--- src/tcmp_pkg.sv ---
// ----------------------------------------------------------------------------
// tcmp_pkg
// shared constants, field layout and control types for the track cut
// multiplicity profile
// ----------------------------------------------------------------------------
package tcmp_pkg;

    // histogram geometry
    localparam int NUM_BINS = 256;
    localparam int BIN_W    = $clog2(NUM_BINS);
    localparam logic [31:0] LAST_BIN = 32'(NUM_BINS - 1);

    // field widths
    localparam int CMD_W  = 2;
    localparam int PT_W   = 20;
    localparam int ETA_W  = 16;
    localparam int PID_W  = 32;
    localparam int SEL_W  = 8;
    localparam int IDX_W  = 8;
    localparam int TOT_W  = 32;
    localparam int CHG_W  = 40;
    localparam int MEAN_W = 17;
    localparam int MULT_W = 8;
    localparam int ECHG_W = 9;
    localparam int LIM_W  = 15;

    // input tdata layout, lowest field first
    localparam int PT_LSB    = 0;
    localparam int ETA_LSB   = PT_LSB + PT_W;
    localparam int PID_LSB   = ETA_LSB + ETA_W;
    localparam int SEL_LSB   = PID_LSB + PID_W;
    localparam int S_USED_W  = SEL_LSB + SEL_W;
    localparam int S_TDATA_W = ((S_USED_W + 7) / 8) * 8;

    // output tdata layout, lowest field first
    localparam int IDX_LSB   = 0;
    localparam int TOT_LSB   = IDX_LSB + IDX_W;
    localparam int CHG_LSB   = TOT_LSB + TOT_W;
    localparam int MEAN_LSB  = CHG_LSB + CHG_W;
    localparam int M_USED_W  = MEAN_LSB + MEAN_W;
    localparam int M_TDATA_W = ((M_USED_W + 7) / 8) * 8;

    // divider: |sum| scaled by 2^8 over the event count
    localparam int FRAC_W  = 8;
    localparam int DIV_W   = CHG_W + FRAC_W;
    localparam int STEP_W  = $clog2(DIV_W);

    // configuration port
    localparam int CFG_IDX_W  = 1;
    localparam int CFG_DATA_W = 20;
    localparam logic [CFG_IDX_W-1:0] CFG_PT_THR  = 1'd0;
    localparam logic [CFG_IDX_W-1:0] CFG_ETA_LIM = 1'd1;
    localparam logic [PT_W-1:0]  PT_THR_RST  = 20'd50;
    localparam logic [LIM_W-1:0] ETA_LIM_RST = 15'd4096;

    // command codes carried in tuser
    localparam logic [CMD_W-1:0] CMD_TRACK = 2'd0;
    localparam logic [CMD_W-1:0] CMD_EOE   = 2'd1;
    localparam logic [CMD_W-1:0] CMD_READ  = 2'd2;

    // controller to datapath commands
    typedef struct packed {
        logic clr_wr;    // clearing pass writes one zero entry
        logic trk_en;    // track transaction accepted
        logic addr_lat;  // latch bin address of an accepted transaction
        logic upd_wr;    // end of event read-modify-write
        logic div_load;  // load divider from read data
        logic div_step;  // one divider iteration
        logic out_load;  // move result into output register
    } t_dp_cmd;

    // datapath to controller status
    typedef struct packed {
        logic clr_last;
        logic div_last;
        logic out_busy;
    } t_dp_stat;

endpackage

--- src/tcmp_ctrl.sv ---
// ----------------------------------------------------------------------------
// tcmp_ctrl
// sequencer for clearing pass, event update, bin read and division
// ----------------------------------------------------------------------------
module tcmp_ctrl (
    input  logic                         i_clk,
    input  logic                         i_rst_n,
    input  logic                         i_s_valid,
    input  logic [tcmp_pkg::CMD_W-1:0]   i_s_cmd,
    input  tcmp_pkg::t_dp_stat           i_stat,
    output logic                         o_s_ready,
    output tcmp_pkg::t_dp_cmd            o_cmd
);

    typedef enum logic [5:0] {
        S_CLEAR  = 6'b000001,
        S_IDLE   = 6'b000010,
        S_UPDATE = 6'b000100,
        S_LOAD   = 6'b001000,
        S_DIV    = 6'b010000,
        S_DONE   = 6'b100000
    } t_state;

    t_state r_state;
    t_state n_state;

    // state register
    always_ff @(posedge i_clk) begin
        if (!i_rst_n) begin
            r_state <= S_CLEAR;
        end else begin
            r_state <= n_state;
        end
    end

    // next state and commands
    always_comb begin
        n_state   = r_state;
        o_cmd     = '0;
        o_s_ready = 1'b0;
        unique case (r_state)
            S_CLEAR: begin
                o_cmd.clr_wr = 1'b1;
                if (i_stat.clr_last) begin
                    n_state = S_IDLE;
                end
            end
            S_IDLE: begin
                o_s_ready = 1'b1;
                if (i_s_valid) begin
                    o_cmd.addr_lat = 1'b1;
                    unique case (i_s_cmd)
                        tcmp_pkg::CMD_TRACK: o_cmd.trk_en = 1'b1;
                        tcmp_pkg::CMD_EOE:   n_state = S_UPDATE;
                        tcmp_pkg::CMD_READ:  n_state = S_LOAD;
                        default:             n_state = S_IDLE;
                    endcase
                end
            end
            S_UPDATE: begin
                o_cmd.upd_wr = 1'b1;
                n_state      = S_IDLE;
            end
            S_LOAD: begin
                o_cmd.div_load = 1'b1;
                n_state        = S_DIV;
            end
            S_DIV: begin
                o_cmd.div_step = 1'b1;
                if (i_stat.div_last) begin
                    n_state = S_DONE;
                end
            end
            S_DONE: begin
                if (!i_stat.out_busy) begin
                    o_cmd.out_load = 1'b1;
                    n_state        = S_IDLE;
                end
            end
            default: n_state = S_CLEAR;
        endcase
    end

endmodule

--- config.mk ---
export PLATFORM = sky130hd
export DESIGN_NAME = tcmp_ctrl
export DESIGN_NICKNAME = d
export VERILOG_FILES = /design/src/tcmp_pkg.sv /design/src/tcmp_ctrl.sv
export SDC_FILE = /design/constraint.sdc
export NUM_CORES = 1
export LEC_CHECK = 0
export BUFFER_PORTS_ARGS = -buffer_cell sky130_fd_sc_hd__buf_2
export CAP_MARGIN = 25
export CORE_AREA = 3 3 40 42
export CTS_BUF_LIST = sky130_fd_sc_hd__clkbuf_8
export DETAILED_ROUTE_END_ITERATION = 8
export DIE_AREA = 0 0 43 45
export HOLD_SLACK_MARGIN = 0.12
export PLACE_DENSITY = 0.75
export SLEW_MARGIN = 20
export SYNTH_ARGS = -nofsm -noshare
export SYNTH_HDL_FRONTEND = slang
export SYNTH_SLANG_ARGS = --single-unit
--- constraint.sdc ---
create_clock -name i_clk -period 2.35 [get_ports i_clk]
set_clock_uncertainty 0.05 [all_clocks]
set_input_delay 0.1175 -clock i_clk [delete_from_list [all_inputs] [get_ports i_clk]]
set_output_delay 0.1175 -clock i_clk [all_outputs]
set_load 0.02 [all_outputs]
==> impl_results.md <==
- Cts repair resizes: 0
- Total number of yosys warnings: 0
- Final worst slack: 0.376 ns
- Deepest clock path buffer count: 2
- Initial DRC count: 8
- Num ports: 16
- Via-to-Cell Ratio: 5.78
- First-pass GRT wire length: 2.02 mm
- Setup tns final: 0 ns
- Area growth, synth to finish: 20.3%
- Final setup vio count: 0
- Max reg flops: 6
- CP endpoint kind: output pin
- Unrepaired setup endpoints after global routing: no
- Largest Register: r_state
- F_max: 0.507 GHz
- Hold Vio Cnt, Final: 0
- Power density over the cells: 693 nW/um^2
- Core Footprint: 1280 sq um
- Share of layout cells above drive strength 1: 33.3%
- Post-synth ARST share: 0%
- Most common flop cell mapped by yosys: dfxtp_1
- Initial antenna violation count: 0
- Routed Antenna Nets: 0
- Area of the die: 1940 sq um
- Drt pass-1 iters: 5
- Crit share post-route: 84.0%
- Total GRT Usage: 14.1%
- LEAKAGE: 0.303 nW
- HP Class: in2reg
- Worst slack, placed: 0.614 ns
- DRC Markers: 0
- Peak fanout along the critical path: 13
- Die Y: 45 microns
- Vias in the first global route: 487
- Input/output buffers: 15
- Setup CP Type: reg2out
- Critical-path cell list: or4_2 -> nor4b_1 -> buf_2
- Layout net count: 91
- Worst path top cell family by delay: simple AND/OR/NAND/NOR gates
- Max-slew headroom: 72.4%
- VDD IR max: 0.371 mV
- Clk slew on worst S/H paths: 0.04 ns
- Register bit total from synthesis: 6
- Status: completed
- Final Critical Period: 1.97 ns
- Count of different cell masters after synthesis: 41
- Gp weighted congestion: 0.746
- Largest net degree at the start of global routing: 14
- TritonCTS Buffers: 3
- Largest regs: r_state (6)
- Syn Nets: 74
- Syn_area_per_cell: 8.40 sq um
- Crit path DAT: 1.81 ns
- Initial Util: 41.2%
- Worst path bufs/invs: 1
- Final Max Tran Viols: 0
- CTS Sinks: 6
- # diodes: 0
- CP Data Required Time: 2.18 ns
- Slew @ Worst Pin: 0.413 ns
- Slowest CP cell: or4_2
- Post-detail-place hpwl: 915 microns
- Slowest Stage Delay on Critical Path: 0.71 ns
- Sequential cell area fraction in the yosys report: 22.7%
- Clock root cell: clkbuf_8
- Worst-Skew Late Latency: 0.22 ns
- Vias after detailed routing: 538
- Syn Inst Count: 63
- Wire length per cell: 13.3 microns
- Mapped Area: 529 sq um
- Max cap viols: 0
- Row cnt: 13
- GR Overflow Total: 0
- Die width: 43 microns
- CP Launch Type: flop
- CTS tree: done
- Number of flops mapped to enable cells by yosys: 0
- Detailed Route WL: 1.24 mm
- Max H-tree Level: 1
## stage by stage
stage	std cells	cell area, sq um	hold WS [ns]	utilization (%)	total power [mW]
2_1_floorplan	63	529	0.159	-	0.243
3_3_place_gp	89	586	0.335	45.6	0.278
3_5_place_dp	89	586	0.340	45.6	0.280
4_1_cts	93	637	0.160	49.6	0.443
5_1_grt	93	637	0.193	49.6	0.464
6_report	93	637	0.165	49.6	0.441
## cell usage in the layout (no fill, tap or decap), drive strengths merged, types with 2 or more instances in the layout
cell	Yosys	final
clkbuf	2	3
ha	3	3
buf	2	15
inv	5	5
nor4	2	2
or2b	2	2
dfxtp	6	6
nor3b	2	2
and4b	2	2
or3	2	2
nor2	8	8
a211oi	2	2
nand2	2	2
## layer usage
metal	vias to the layer above	GRT usage [%]	share of wire, %
li1	263	-	-
met4	0	10.8	2.2
met3	4	2.39	4.9
met1	246	15.7	41
met2	25	24.0	51
met5	-	0	0
## power by group
group          leakage (nW)  internal (mW)  switching [mW]
clock                0.0216          0.110          0.0482
sequential           0.0489          0.114          0.0197
combinational         0.232         0.0734          0.0752
total                 0.303          0.298           0.143
## area by class of cell
| type | instances | area (sq um) |
|---|---|---|
| fill | 132 | 648 |
| multi-input combinational | 48 | 353 |
| sequential | 6 | 120 |
| timing repair buffer | 16 | 85.1 |
| clock buffer | 3 | 41.3 |
| inverter | 5 | 18.8 |
| tap | 15 | 18.8 |
## worst reg2reg max path: stages (launching register included)
cell and delay [ns]:
dfxtp_1 0.42, or4b_4 0.57, or3_4 0.37, a31oi_1 0.18, o21a_1 0.12
## cell usage after synthesis, drive strengths merged (2+ instances only)
cell type  number  area share (%)
a211oi          2             2.8
inv             5             3.5
nand2           2             1.4
buf             2             3.5
or3             2             3.3
nor3b           2             2.8
ha              3             7.1
and4b           2             3.8
nor2            8             5.7
or2b            2             3.1
nor4            2             3.5
dfxtp           6              23
clkbuf          2             3.5
## repair_timing
item / in CTS / in global routing
hold endpoints to repair: 1 / 0
buffers inserted: 0 / 0
hold buffers: 1 / 0
## final timing paths
kind                                start                      end  slack (ns)  cells past startpoint
setup / recovery  r_state[2]$_SDFFE_PN0P_                 o_cmd[0]        0.38                      3
hold / removal                  i_stat[0]  r_state[5]$_SDFFE_PN0P_        0.17                      3
setup reg to reg  r_state[2]$_SDFFE_PN0P_  r_state[4]$_SDFFE_PN0P_        0.58                      4
hold reg to reg   r_state[5]$_SDFFE_PN0P_  r_state[5]$_SDFFE_PN0P_        0.57                      2
## cells by family (layout without fill, tap and decap cells)
| kind of cell | after synthesis | after routing | synth area share (%) |
|---|---|---|---|
| simple gates | 33 | 33 | 42.6 |
| compound gates | 11 | 11 | 15.4 |
| buf+inv | 9 | 24 | 10.6 |
| flops | 6 | 6 | 22.7 |
| fa+ha+maj | 3 | 3 | 7.09 |
| xor+xnor | 1 | 1 | 1.66 |
Note: power is estimated with default switching activity, not from simulation.
